$ cat config.mk
export PLATFORM = sky130hd
export DESIGN_NAME = mfek_ctrl
export DESIGN_NICKNAME = d
export VERILOG_FILES = /design/src/rtl/core/max_flow_edmonds_karp_top_assert.svh /design/src/rtl/core/mfek_pkg.sv /design/src/rtl/core/mfek_ctrl.sv
export SDC_FILE = /design/constraint.sdc
export NUM_CORES = 1
export LEC_CHECK = 0
export BUFFER_PORTS_ARGS = -buffer_cell sky130_fd_sc_hd__buf_4
export CAP_MARGIN = 20
export CELL_PAD_IN_SITES_DETAIL_PLACEMENT = 1
export CELL_PAD_IN_SITES_GLOBAL_PLACEMENT = 2
export CORE_ASPECT_RATIO = 0.75
export CORE_MARGIN = 5
export CORE_UTILIZATION = 29
export DETAILED_ROUTE_END_ITERATION = 6
export PLACE_DENSITY_LB_ADDON = 0.1
export RECOVER_POWER = 50
export REMOVE_ABC_BUFFERS = 1
export SLEW_MARGIN = 15
export SYNTH_ARGS = -nofsm -noshare
export SYNTH_HDL_FRONTEND = slang
export SYNTH_SLANG_ARGS = --single-unit
$ cat constraint.sdc
create_clock -name clk -period 1.8 [get_ports clk]
set_input_delay 0.36 -clock clk [delete_from_list [all_inputs] [get_ports clk]]
set_output_delay 0.36 -clock clk [all_outputs]
set_load 0.01 [all_outputs]
$ cat src/rtl/core/max_flow_edmonds_karp_top_assert.svh
// Assertion macros for the max-flow engine; clk and rst_n must be in scope.
`ifndef MAX_FLOW_EDMONDS_KARP_TOP_ASSERT_SVH
`define MAX_FLOW_EDMONDS_KARP_TOP_ASSERT_SVH
`ifndef SYNTH
`define MFEK_ASSERT_HOLDS(lbl, expr) \
    lbl: assert property (@(posedge clk) disable iff (!rst_n) (expr)) \
        else $error("mfek check failed");
`define MFEK_ASSERT_NEXT(lbl, pre, post) \
    lbl: assert property (@(posedge clk) disable iff (!rst_n) (pre) |=> (post)) \
        else $error("mfek check failed");
`else
`define MFEK_ASSERT_HOLDS(lbl, expr)
`define MFEK_ASSERT_NEXT(lbl, pre, post)
`endif
`endif

$ cat src/rtl/core/mfek_pkg.sv
package mfek_pkg;

    localparam int NODE_W  = 6;
    localparam int CAP_W   = 48;
    localparam int FLOW_W  = 56;
    localparam int TOTAL_W = 54;
    localparam int RES_W   = 58;
    localparam int PUSH_W  = 61;

    localparam logic [CAP_W-1:0]   CAP_MAX    = '1;
    localparam logic [TOTAL_W-1:0] TOTAL_MAX  = '1;
    localparam logic [PUSH_W-1:0]  PUSH_START = 61'd1000000000000000000;

    localparam logic [1:0] OP_CLEAR = 2'd0;
    localparam logic [1:0] OP_ADD   = 2'd1;
    localparam logic [1:0] OP_RUN   = 2'd2;

    localparam logic [0:0] REG_SOURCE = 1'd0;
    localparam logic [0:0] REG_SINK   = 1'd1;

    typedef enum logic [4:0] {
        S_CLR_ALL,
        S_IDLE,
        S_CAP_RD,
        S_CAP_WR,
        S_CLR_FLOW,
        S_BFS_INIT,
        S_DEQ_RD,
        S_DEQ,
        S_SCAN_RD,
        S_SCAN_CHK,
        S_PATH_INIT,
        S_MIN_PAR,
        S_MIN_EDGE,
        S_MIN_ACC,
        S_UPD_PAR,
        S_UPD_EDGE,
        S_UPD_FWD,
        S_UPD_REV,
        S_EMIT
    } ctrl_state_t;

    typedef enum logic [4:0] {
        DP_IDLE,
        DP_LOAD,
        DP_CAP_RD,
        DP_CAP_WR,
        DP_CLR_ALL,
        DP_CLR_FLOW,
        DP_BFS_INIT,
        DP_DEQ_RD,
        DP_DEQ,
        DP_SCAN_RD,
        DP_SCAN_CHK,
        DP_PATH_INIT,
        DP_MIN_PAR,
        DP_MIN_EDGE,
        DP_MIN_ACC,
        DP_UPD_INIT,
        DP_UPD_PAR,
        DP_UPD_EDGE,
        DP_UPD_FWD,
        DP_UPD_REV,
        DP_TOTAL,
        DP_EMIT
    } dp_op_t;

    typedef struct packed {
        dp_op_t op;
    } dp_cmd_t;

    typedef struct packed {
        logic sweep_last;
        logic run_bad;
        logic q_empty;
        logic v_last;
        logic hit_dst;
        logic at_src;
        logic out_free;
    } dp_status_t;

endpackage

$ cat src/rtl/core/mfek_ctrl.sv
module mfek_ctrl
    import mfek_pkg::*;
(
    input  logic       clk,
    input  logic       rst_n,
    input  logic       in_valid,
    input  logic [1:0] in_op,
    input  dp_status_t status,
    output logic       in_ready,
    output dp_cmd_t    cmd
);

    ctrl_state_t state_reg;
    ctrl_state_t state_next;

    always_ff @(posedge clk or negedge rst_n)
    begin
        if (!rst_n)
        begin
            state_reg <= S_CLR_ALL;
        end
        else
        begin
            state_reg <= state_next;
        end
    end

    always_comb
    begin
        state_next = state_reg;
        case (state_reg)
            S_CLR_ALL:
            begin
                if (status.sweep_last)
                begin
                    state_next = S_IDLE;
                end
            end
            S_IDLE:
            begin
                if (in_valid)
                begin
                    case (in_op)
                        OP_CLEAR: state_next = S_CLR_ALL;
                        OP_ADD:   state_next = S_CAP_RD;
                        OP_RUN:   state_next = S_CLR_FLOW;
                        default:  state_next = S_IDLE;
                    endcase
                end
            end
            S_CAP_RD:   state_next = S_CAP_WR;
            S_CAP_WR:   state_next = S_IDLE;
            S_CLR_FLOW:
            begin
                if (status.sweep_last)
                begin
                    state_next = status.run_bad ? S_EMIT : S_BFS_INIT;
                end
            end
            S_BFS_INIT: state_next = S_DEQ_RD;
            S_DEQ_RD:   state_next = status.q_empty ? S_EMIT : S_DEQ;
            S_DEQ:      state_next = S_SCAN_RD;
            S_SCAN_RD:  state_next = S_SCAN_CHK;
            S_SCAN_CHK:
            begin
                if (status.hit_dst)
                begin
                    state_next = S_PATH_INIT;
                end
                else if (status.v_last)
                begin
                    state_next = S_DEQ_RD;
                end
                else
                begin
                    state_next = S_SCAN_RD;
                end
            end
            S_PATH_INIT: state_next = S_MIN_PAR;
            S_MIN_PAR:   state_next = status.at_src ? S_UPD_PAR : S_MIN_EDGE;
            S_MIN_EDGE:  state_next = S_MIN_ACC;
            S_MIN_ACC:   state_next = S_MIN_PAR;
            S_UPD_PAR:   state_next = status.at_src ? S_BFS_INIT : S_UPD_EDGE;
            S_UPD_EDGE:  state_next = S_UPD_FWD;
            S_UPD_FWD:   state_next = S_UPD_REV;
            S_UPD_REV:   state_next = S_UPD_PAR;
            S_EMIT:
            begin
                if (status.out_free)
                begin
                    state_next = S_IDLE;
                end
            end
            default:     state_next = S_IDLE;
        endcase
    end

    always_comb
    begin
        in_ready = 1'b0;
        cmd.op   = DP_IDLE;
        case (state_reg)
            S_CLR_ALL:   cmd.op = DP_CLR_ALL;
            S_IDLE:
            begin
                in_ready = 1'b1;
                cmd.op   = in_valid ? DP_LOAD : DP_IDLE;
            end
            S_CAP_RD:    cmd.op = DP_CAP_RD;
            S_CAP_WR:    cmd.op = DP_CAP_WR;
            S_CLR_FLOW:  cmd.op = DP_CLR_FLOW;
            S_BFS_INIT:  cmd.op = DP_BFS_INIT;
            S_DEQ_RD:    cmd.op = status.q_empty ? DP_IDLE : DP_DEQ_RD;
            S_DEQ:       cmd.op = DP_DEQ;
            S_SCAN_RD:   cmd.op = DP_SCAN_RD;
            S_SCAN_CHK:  cmd.op = DP_SCAN_CHK;
            S_PATH_INIT: cmd.op = DP_PATH_INIT;
            S_MIN_PAR:   cmd.op = status.at_src ? DP_UPD_INIT : DP_MIN_PAR;
            S_MIN_EDGE:  cmd.op = DP_MIN_EDGE;
            S_MIN_ACC:   cmd.op = DP_MIN_ACC;
            S_UPD_PAR:   cmd.op = status.at_src ? DP_TOTAL : DP_UPD_PAR;
            S_UPD_EDGE:  cmd.op = DP_UPD_EDGE;
            S_UPD_FWD:   cmd.op = DP_UPD_FWD;
            S_UPD_REV:   cmd.op = DP_UPD_REV;
            S_EMIT:      cmd.op = status.out_free ? DP_EMIT : DP_IDLE;
            default:     cmd.op = DP_IDLE;
        endcase
    end

endmodule

# == After elaboration in Yosys (flattened, before gate mapping) ==
# Cells that the tools add are included.
# word_totals
out_inout_bits,6
romBits,0
mem_count,0
ramBits,0
ff_bits,5
latch_bits,0
word_cells,48
# op_classes
bitwise_logic,0
reduce_logical,4
n_lt_le_gt_ge,0
shift,0
addsub,0
mul,0
n_eq_ne,24
div_mod_pow,0
muxes,19
# op_table
cell,n
$pmux 5 s19,1
$pmux 5 s17,1
$eq 5x4->1 const B,8
$mux 5,7
$eq 5x3->1 const B,4
$eq 5x5->1 const B,3
$mux 4,3
$eq 5x2->1 const B,2
$pmux 3 s3,1
$ne 2x2->1 const B,4
$mux 3,2
$eq 5x1->1 const B,1
$logic_not 5->1,1
$mux 2,2
$reduce_and 4->1,1
$eq 2x1->1 const B,1
$eq 2x2->1 const B,1
$logic_not 2->1,1
$mux 1,2
$reduce_or 2->1,1

# == Depth between registers and ports, before layout ==
# Gate-level depths: netlist of run 1.
# logic_depth
depth_word,4
ltp_mapped,7
ltp_nobuf,5

# == Worst setup path before layout of run 1 ==
# Ideal clock, no wire load.
# synth_timing
path_type,register to output
startpoint,register state_reg[0]
endpoint,output cmd[2] in the netlist's numbering
path_slack_ps,186
t_arrival_ps,1254
path_buffers,2
required_time_ps,1440
path_stages_with_launch,5
cell_sequence,dfrtp_1 > buf_4 > buf_4 > o32a_1 > o211ai_1
# synth_rtl
element,line,rtl
start: declaration,mfek_ctrl.sv:13,ctrl_state_t state_reg;
start signal: assignment,mfek_ctrl.sv:24,state_reg <= state_next;
end: declaration,mfek_ctrl.sv:10,output dp_cmd_t cmd

# == Worst setup path after layout of run 1 ==
# layout_timing
startpoint,register state_reg[3]
endpoint,register state_reg[0]
# layout_via
elab_chain_len,3
elab_cells_between_ends,25
cone_classes,eq/ne (21); mux (1); reduce/logical (3)
# layout_rtl
element,line,rtl
$eq 5x4->1 (tied with other cells),mfek_ctrl.sv:31,case (state_reg)
$reduce_or 2->1 (no line) / $ne 2x2->1 (equally long branches),n/a,
$pmux 5 s17 / $reduce_and 4->1 (equally long branches),n/a,
# Several ways; a longest one is shown, not always the timed one.
# A chain may end at the register's enable or synchronous reset.

==> flow_metrics.env, run 1 <==
export IMPL_outcome="finished with violations"
export IMPL_violations="negative setup slack"
export IMPL_max_cap_viol_count=0
export IMPL_setup_viol=8
export IMPL_syn_area_um2=868
export IMPL_drive_above_1_share=0.500
export IMPL_hold_class="in -> async"
export IMPL_drt_total_wl_um=3800
export IMPL_cp_cell_sequence="buf_6 -> buf_6 -> nor3b_2 -> buf_4 -> buf_4 -> a21oi_1 -> nor2_1 -> nor2_1 -> o31a_1"
export IMPL_fillers=359
export IMPL_cts_tree="yes"
export IMPL_vdd_ir_drop_max_uv=674
export IMPL_drc=0
export IMPL_htree_levels=1
export IMPL_regArea_um2=130
export IMPL_cts_sinks=5
export IMPL_regToRegSetupSlack_ps=-130
export IMPL_min_period_over_period=1.07
export IMPL_final_cell_mix="buf_4, a21oi_1, nand2_1"
export IMPL_ys_types=49
export IMPL_dieHeight_um=57.4
export IMPL_clk_latency_ps=230
export IMPL_die_w_um=73.2
export IMPL_crit_required_ps=1900
export IMPL_fin_ws_ps=-135
export IMPL_yosysTopAreaCell="dfrtp_1"
export IMPL_relSlewSlack=0.787
export IMPL_path_class="reg -> reg"
export IMPL_die_area_um2=4200
export IMPL_drtIter0Drc=52
export IMPL_p_sw_frac=0.446
export IMPL_yosys_warnings=0
export IMPL_leakagePower_uw=0.000648
export IMPL_diodes=0
export IMPL_crit_path_start="state_reg[3]$_DFFE_PN0P_"
export IMPL_ys_ff_latch=5
export IMPL_cts_buffers=3
export IMPL_nets=185
export IMPL_fin_util=0.515
export IMPL_core_area_um2=2910
export IMPL_maxSlewViolCount=0
export IMPL_clk_pin_slew_ps=40
export IMPL_avgSynthCellArea_um2=7.12
export IMPL_tightest_slew_ps=320
export IMPL_grt_max_degree=15
export IMPL_clockPowerShare=0.076
export IMPL_synth_area_top_cells="dfrtp_1, a21oi_1, buf_4, o21ai_0, nand2_1"
export IMPL_synth_cells=122
export IMPL_clockRootBuffer="clkbuf_8"
export IMPL_largest_reg_flops=5
export IMPL_num_rows=17
export IMPL_postPlaceCellArea_um2=1170
export IMPL_start_util=0.298
export IMPL_io_pin_count=18
export IMPL_synth_main_ff_cell="dfrtp_1"
export IMPL_multi_input_area_um2=767
export IMPL_internal_power_uw=1530
export IMPL_area_delta_synth_final_pct=72.9
export IMPL_portBuffers=17
export IMPL_ys_seq_area_frac=0.144
export IMPL_hold_viol_final=0
export IMPL_ant_nets=0
export IMPL_seqPwrFrac=0.095
export IMPL_cts_buffer_depth=2
export IMPL_synth_top_area_share=0.144
export IMPL_power_switching_uw=1230
export IMPL_grt_pass1_vias=1202
export IMPL_antenna_found_initial=0
export IMPL_synth_edff_count=0
export IMPL_regToRegStartpoint="state_reg[3]$_DFFE_PN0P_"
export IMPL_gp_congestion=0.833
export IMPL_cp_slowest_cell="dfrtp_2"
export IMPL_vias=1155
export IMPL_wire_per_inst_um=18.1
export IMPL_arrival_ps=2030
export IMPL_rsz0062_at_grt="true"
export IMPL_cp_end_kind="register"
export IMPL_fin_cells=210
export IMPL_final_common_cell="buf_4"
export IMPL_cp_max_fo=7
export IMPL_finalInstanceArea_um2=1500
export IMPL_grt_pass1_wl_um=5980
export IMPL_placed_cells=188
export IMPL_slowest_delay_ps=480
export IMPL_dp_hpwl_um=2440
export IMPL_cp_start_kind="register"
export IMPL_via_per_inst=5.50
export IMPL_grt_usage=0.184
export IMPL_power_density_nw_per_um2=1840
export IMPL_grt_overflow=0
export IMPL_period_minus_slack_ps=1930
export IMPL_combPwrFrac=0.829
export IMPL_synthArstFlopShare=1.00
export IMPL_first_pass_iters=4
export IMPL_max_clock_freq_mhz=517
export IMPL_fin_skew_ps=5.21
-- worst max-delay path: cells and delay by family, from the launching register on --
| family | cells | cell delay [ps] |
|---|---|---|
| DFF | 1 | 480 |
| buffers and inverters | 4 | 520 |
| and+or+nand+nor | 3 | 460 |
| AOI/OAI and AO/OA | 2 | 340 |
-- final timing paths --
path | end | cells after the start
min in group clk | state_reg[1]$_DFFE_PN0P_ | 4
min reg2reg | state_reg[3]$_DFFE_PN0P_ | 2
min | state_reg[2]$_DFFE_PN0P_ | 2
max in group asynchronous | state_reg[3]$_DFFE_PN0P_ | 2
max reg2reg | state_reg[0]$_DFFE_PN0P_ | 9
max | state_reg[0]$_DFFE_PN0P_ | 9
-- per-layer routing --
metal,global-route usage,vias up,share of wire
met5,0,-,0
met2,0.308,34,0.48
met1,0.244,565,0.46
met4,0.0605,0,0.012
li1,-,552,-
met3,0.0211,4,0.043
-- cell families after synthesis --
| kind of cell | Yosys count | synth area share |
|---|---|---|
| buffers and inverters | 17 | 0.112 |
| flip-flops | 5 | 0.144 |
| AO/OA/AOI/OAI | 52 | 0.395 |
| AND/OR/NAND/NOR | 46 | 0.326 |
| multiplexers | 2 | 0.0231 |
-- cells in the mapped netlist, drive strengths merged (2+ instances only) --
| cell | count |
|---|---|
| o22ai | 2 |
| inv | 4 |
| nand2 | 9 |
| a22oi | 2 |
| o31a | 2 |
| dfrtp | 5 |
| mux2i | 2 |
| nand3b | 2 |
| nand2b | 3 |
| nor2 | 9 |
| nor4 | 2 |
| nor2b | 5 |
| and2b | 3 |
| a21oi | 15 |
| o21ai | 11 |
| nor3b | 4 |
| and2 | 2 |
| buf | 12 |
| a21o | 2 |
| o21a | 3 |
| a211oi | 2 |
-- metrics by stage --
stage,TNS (ps),total power [uW],setup slack [ps],hold slack [ps]
after floorplan,-74.7,1110,-54.4,64.4
after global placement,0,1950,21.0,161
after detailed placement,0,1960,14.0,162
after CTS,-470,2470,-120,470
after global routing,-1360,2970,-193,557
final,-701,2760,-135,516
-- area by class of cell --
class                      instances  area share
multi-input combinational        100       0.511
sequential                         5      0.0867
timing repair buffer              59       0.331
tap                               38      0.0317
inverter                           4      0.0100
clock buffer                       4      0.0300
-- power by group through the flow --
stage | Sequential [uW] | Clock [uW] | Combinational (uW)
global route | 271 | 226 | 2480
CTS | 255 | 217 | 1990
floorplan | 357 | 0 | 750
finish | 261 | 211 | 2290
detailed placement | 257 | 0 | 1700
global placement | 258 | 0 | 1690
-- timing repair --
item                                    4_1_cts  5_1_grt
hold buffers                                  1        0
endpoints found under the setup margin        6       10
hold endpoints to repair                      5        0
pin swaps                                     6       15
gates resized for setup                      22       20
buffers inserted                             14        5
No activity file was read; power rests on OpenSTA's default activity.
==> run 2, diff against run 1 <==
--- a/config.mk
+++ b/config.mk
@@ -16,6 +16,7 @@
 export PLACE_DENSITY_LB_ADDON = 0.1
 export RECOVER_POWER = 50
 export REMOVE_ABC_BUFFERS = 1
+export SKIP_CTS_REPAIR_TIMING = 1
 export SLEW_MARGIN = 15
 export SYNTH_ARGS = -nofsm -noshare
 export SYNTH_HDL_FRONTEND = slang
==> run 2 against run 1 <==
Effect of this change:
- the run still ends with negative setup slack left
- clock skew rose by 2.8 ps
- clock power barely moved
- worst setup slack improved by 5.4 ps
- register-to-register slack improved by 140 ps
- maximum frequency rose by 0.28%
- flip-flop and latch count did not move
- total power fell by 10%
- core utilization fell by 4.6 points
- critical path depth fell by 3
- sequential share of layout area rose by 0.84 points
- design area fell by 8.8%
- critical endpoint is now cmd[0]
==> flow_metrics.env, run 2 (same netlist as run 1, synthesis figures left out) <==
export IMPL_rsz0062_at_grt="true"
export IMPL_portBuffers=17
export IMPL_violations="negative setup slack"
export IMPL_regArea_um2=130
export IMPL_path_class="reg -> out"
export IMPL_grt_overflow=0
export IMPL_dieHeight_um=57.4
export IMPL_die_w_um=73.2
export IMPL_max_cap_viol_count=0
export IMPL_core_area_um2=2910
export IMPL_cts_tree="yes"
export IMPL_drt_total_wl_um=3460
export IMPL_final_cell_mix="buf_4, a21oi_1, nand2_1, nor2_1, o21ai_1"
export IMPL_gp_congestion=0.833
export IMPL_area_delta_synth_final_pct=57.6
export IMPL_io_pin_count=18
export IMPL_setup_viol=5
export IMPL_fillers=360
export IMPL_multi_input_area_um2=716
export IMPL_regToRegSetupSlack_ps=10
export IMPL_fin_cells=199
export IMPL_r2r_end="state_reg[1]$_DFFE_PN0P_"
export IMPL_relSlewSlack=0.783
export IMPL_pre_cts_slack_ps=14.0
export IMPL_fin_skew_ps=8.01
export IMPL_slowest_delay_ps=450
export IMPL_cts_buffer_depth=2
export IMPL_leakagePower_uw=0.000583
export IMPL_die_area_um2=4200
export IMPL_crit_family="flip-flops"
export IMPL_clockRootBuffer="clkbuf_8"
export IMPL_placed_cells=188
export IMPL_cp_max_fo=6
export IMPL_fin_ws_ps=-129
export IMPL_crit_cells=6
export IMPL_arrival_ps=1570
export IMPL_vias=1090
export IMPL_cp_slowest_cell="dfrtp_2"
export IMPL_largest_reg_flops=5
export IMPL_cp_end_kind="output pin"
export IMPL_crit_required_ps=1440
export IMPL_design_power_total_uw=2470
export IMPL_via_per_inst=5.48
export IMPL_start_util=0.298
export IMPL_outcome="finished with violations"
export IMPL_cp_cell_sequence="buf_6 -> nor4bb_4 -> o31a_1 -> a21oi_2 -> o22ai_1 -> buf_4"
export IMPL_grt_max_degree=19
export IMPL_cts_sinks=5
export IMPL_tightest_slew_ps=326
export IMPL_htree_levels=1
export IMPL_grt_pass1_wl_um=5250
export IMPL_diodes=0
export IMPL_min_period_over_period=1.07
export IMPL_nets=174
export IMPL_maxSlewViolCount=0
export IMPL_ant_nets=0
export IMPL_period_minus_slack_ps=1930
export IMPL_drc=0
export IMPL_cp_start_kind="register"
export IMPL_drive_above_1_share=0.429
export IMPL_regToRegStartpoint="state_reg[3]$_DFFE_PN0P_"
export IMPL_grt_usage=0.162
export IMPL_power_density_nw_per_um2=1810
export IMPL_final_common_cell="buf_4"
export IMPL_hold_class="in -> async"
export IMPL_grt_pass1_vias=1046
export IMPL_r2r_cells=7
export IMPL_holdWs_ps=519
export IMPL_endpoint="cmd[0]"
export IMPL_vdd_ir_drop_max_uv=675
export IMPL_clk_pin_slew_ps=40
export IMPL_clk_latency_ps=230
export IMPL_num_rows=17
export IMPL_wire_per_inst_um=17.4
export IMPL_max_clock_freq_mhz=518
export IMPL_crit_path_start="state_reg[1]$_DFFE_PN0P_"
export IMPL_critPathBufInv=2
export IMPL_dp_hpwl_um=2440
export IMPL_drtIter0Drc=37
export IMPL_antenna_found_initial=0
export IMPL_cts_buffers=3
export IMPL_hold_viol_final=0
export IMPL_first_pass_iters=4
-- run 2: stage by stage --
step / TNS (ps) / instance area, um^2 / util
6_report: -444 / 1370 / 0.470
5_1_grt: -892 / 1370 / 0.470
4_1_cts: -1030 / 1210 / 0.416
3_5_place_dp: 0 / 1170 / 0.400
3_3_place_gp: 0 / 1170 / 0.400
2_1_floorplan: -74.7 / 786 / -
-- run 2: power breakdown --
part	internal [uW]	switching [uW]
logic	1040	950
clock network	153	61.1
registers	160	107
-- run 2: worst reg2reg max path, delay by kind of cell (launching register included) --
family | cells | cell delay (ps)
flops | 1 | 490
buf+inv | 2 | 350
compound gates | 3 | 260
simple gates | 2 | 610
-- run 2: worst min-delay path by stage --
stage | slack [ps] | end
3_3_place_gp | 160 | state_reg[2]$_DFFE_PN0P_
6_report | 520 | state_reg[4]$_DFFE_PN0P_
3_5_place_dp | 160 | state_reg[2]$_DFFE_PN0P_
5_1_grt | 560 | state_reg[2]$_DFFE_PN0P_
4_1_cts | -80 | state_reg[2]$_DFFE_PN0P_
2_1_floorplan | 60 | state_reg[0]$_DFFE_PN0P_
-- run 2: layout make-up --
class	count	share of cell area
clock buffer	4	0.0329
inverter	4	0.0110
multi-input combinational	100	0.523
sequential	5	0.0951
tap	38	0.0347
timing repair buffer	48	0.303
-- run 2: layer usage --
metal | up-vias | wire length (um) | global-route usage
met4 | 0 | 47 | 0.0553
met3 | 4 | 145 | 0.0211
met5 | - | 0 | 0
li1 | 535 | - | -
met1 | 522 | 1680 | 0.224
met2 | 29 | 1590 | 0.255
==> run 3, diff against run 2 <==
--- a/config.mk
+++ b/config.mk
@@ -9,8 +9,7 @@
 export CAP_MARGIN = 20
 export CELL_PAD_IN_SITES_DETAIL_PLACEMENT = 1
 export CELL_PAD_IN_SITES_GLOBAL_PLACEMENT = 2
-export CORE_ASPECT_RATIO = 0.75
-export CORE_MARGIN = 5
+export CORE_MARGIN = 2
 export CORE_UTILIZATION = 29
 export DETAILED_ROUTE_END_ITERATION = 6
 export PLACE_DENSITY_LB_ADDON = 0.1
@@ -21,3 +20,4 @@
 export SYNTH_ARGS = -nofsm -noshare
 export SYNTH_HDL_FRONTEND = slang
 export SYNTH_SLANG_ARGS = --single-unit
+export TNS_END_PERCENT = 20
==> run 3 against run 2 <==
Effect of this change:
- the flow finishes with violations (design-rule violations, negative setup slack)
- clock skew shrank 7.8 ps
- design area down 11%
- flip-flop and latch count unchanged
- critical path depth stayed put
- register-to-register slack got worse by 160 ps
- sequential share of layout area up 1.2 points
- worst setup slack worse by 45 ps
==> flow_metrics.env, run 3 (same netlist as run 1, synthesis figures left out) <==
export IMPL_finalInstanceArea_um2=1210
export IMPL_cts_buffer_depth=2
export IMPL_area_delta_synth_final_pct=39.9
export IMPL_path_class="reg -> out"
export IMPL_ant_nets=0
export IMPL_start_util=0.310
export IMPL_diodes=0
export IMPL_seqPwrFrac=0.116
export IMPL_routed_top_layer="met3"
export IMPL_max_clock_freq_mhz=507
export IMPL_setup_viol=6
export IMPL_combPwrFrac=0.820
export IMPL_grt_pass1_vias=1020
export IMPL_grt_max_degree=28
export IMPL_cp_max_fo=6
export IMPL_period_minus_slack_ps=1970
export IMPL_power_density_nw_per_um2=1770
export IMPL_grt_usage=0.183
export IMPL_hold_viol_final=0
export IMPL_cts_buffers=3
export IMPL_relSlewSlack=0.781
export IMPL_die_w_um=58.7
export IMPL_num_rows=19
export IMPL_vias=1023
export IMPL_arrival_ps=1610
export IMPL_p_sw_frac=0.460
export IMPL_postPlaceCellArea_um2=1110
export IMPL_hold_class="in -> reg"
export IMPL_min_period_over_period=1.10
export IMPL_dp_hpwl_um=2240
export IMPL_outcome="finished with violations"
export IMPL_crit_required_ps=1440
export IMPL_largest_reg_flops=5
export IMPL_dr_wl_met2_um=1520
export IMPL_vdd_ir_drop_max_uv=636
export IMPL_cp_start_kind="register"
export IMPL_die_area_um2=3450
export IMPL_via_per_inst=5.50
export IMPL_grt_pass1_wl_um=4950
export IMPL_drtIter0Drc=35
export IMPL_gp_congestion=0.798
export IMPL_nets=168
export IMPL_maxSlewViolCount=0
export IMPL_first_pass_iters=6
export IMPL_leakagePower_uw=0.000518
export IMPL_grt_overflow=0
export IMPL_antenna_found_initial=0
export IMPL_drive_above_1_share=0.348
export IMPL_clockPowerShare=0.064
export IMPL_tightest_slew_ps=327
export IMPL_dieHeight_um=58.7
export IMPL_final_cell_mix="buf_4, a21oi_1, nand2_1, nor2_1, o21ai_1"
export IMPL_final_common_cell="buf_4"
export IMPL_clk_latency_ps=240
export IMPL_clockRootBuffer="clkbuf_4"
export IMPL_wire_per_inst_um=16.3
export IMPL_rsz0062_at_grt="true"
export IMPL_core_area_um2=2810
export IMPL_fin_skew_ps=0.243
export IMPL_cp_end_kind="output pin"
export IMPL_max_cap_viol_count=0
export IMPL_fin_ws_ps=-174
export IMPL_portBuffers=17
export IMPL_clk_pin_slew_ps=50
export IMPL_drt_total_wl_um=3030
export IMPL_io_pin_count=18
export IMPL_cts_sinks=5
export IMPL_htree_levels=1
export IMPL_fillers=358
export IMPL_drc=1
export IMPL_wl_met1_um=1460
export IMPL_dr_wl_met3_um=49
export IMPL_internal_power_uw=1160
export IMPL_design_power_total_uw=2150
export IMPL_cts_tree="yes"
export IMPL_power_switching_uw=987
export IMPL_violations="design-rule violations, negative setup slack"
run 3: power by group through the flow:
stage	Sequential (uW)	Combinational, uW	Clock (uW)
2_1_floorplan	357	750	0
3_3_place_gp	264	1550	0
3_5_place_dp	262	1560	0
4_1_cts	262	1570	136
5_1_grt	256	1930	150
6_report	248	1760	137
run 3: through the flow:
step,setup TNS [ps],instances,worst slack (ps),hold slack [ps],util
after floorplan,-74.7,109,-54.4,64.4,-
after global placement,-74.6,176,-56.7,163,0.395
after detailed placement,-65.2,176,-58.2,165,0.395
after CTS,-1340,180,-332,-94.1,0.404
after global routing,-1340,186,-250,517,0.433
final,-811,186,-174,499,0.433
run 3: final cells by class:
| class | count | area (um^2) | area share |
|---|---|---|---|
| timing repair buffer | 42 | 338 | 0.278 |
| sequential | 5 | 130 | 0.107 |
| tap | 31 | 38.8 | 0.0319 |
| clock buffer | 4 | 26.3 | 0.0216 |
| multi-input combinational | 100 | 667 | 0.549 |
| inverter | 4 | 15.0 | 0.0124 |
run 3: final timing paths:
kind,startpoint,to,slack [ps],cells after the start
max,state_reg[0]$_DFFE_PN0P_,cmd[2],-170,6
min,in_op[1],state_reg[2]$_DFFE_PN0P_,500,3
max reg2reg,state_reg[0]$_DFFE_PN0P_,state_reg[1]$_DFFE_PN0P_,-150,8
min reg2reg,state_reg[1]$_DFFE_PN0P_,state_reg[0]$_DFFE_PN0P_,770,2
max in group asynchronous,rst_n,state_reg[3]$_DFFE_PN0P_,1060,2
min in group asynchronous,rst_n,state_reg[2]$_DFFE_PN0P_,510,2
run 3: worst max-delay path, cell delays in order, from the launching register on:
cell	delay, ps
dfrtp_2	450
buf_6	130
and2b_2	250
a21oi_2	60
o32a_1	150
o211ai_1	180
buf_4	150
run 3: routing by layer:
metal / vias to the layer above / GRT usage
met5: - / 0
met2: 12 / 0.319
met3: 0 / 0.00220
li1: 521 / -
met1: 490 / 0.250
met4: 0 / 0.0487
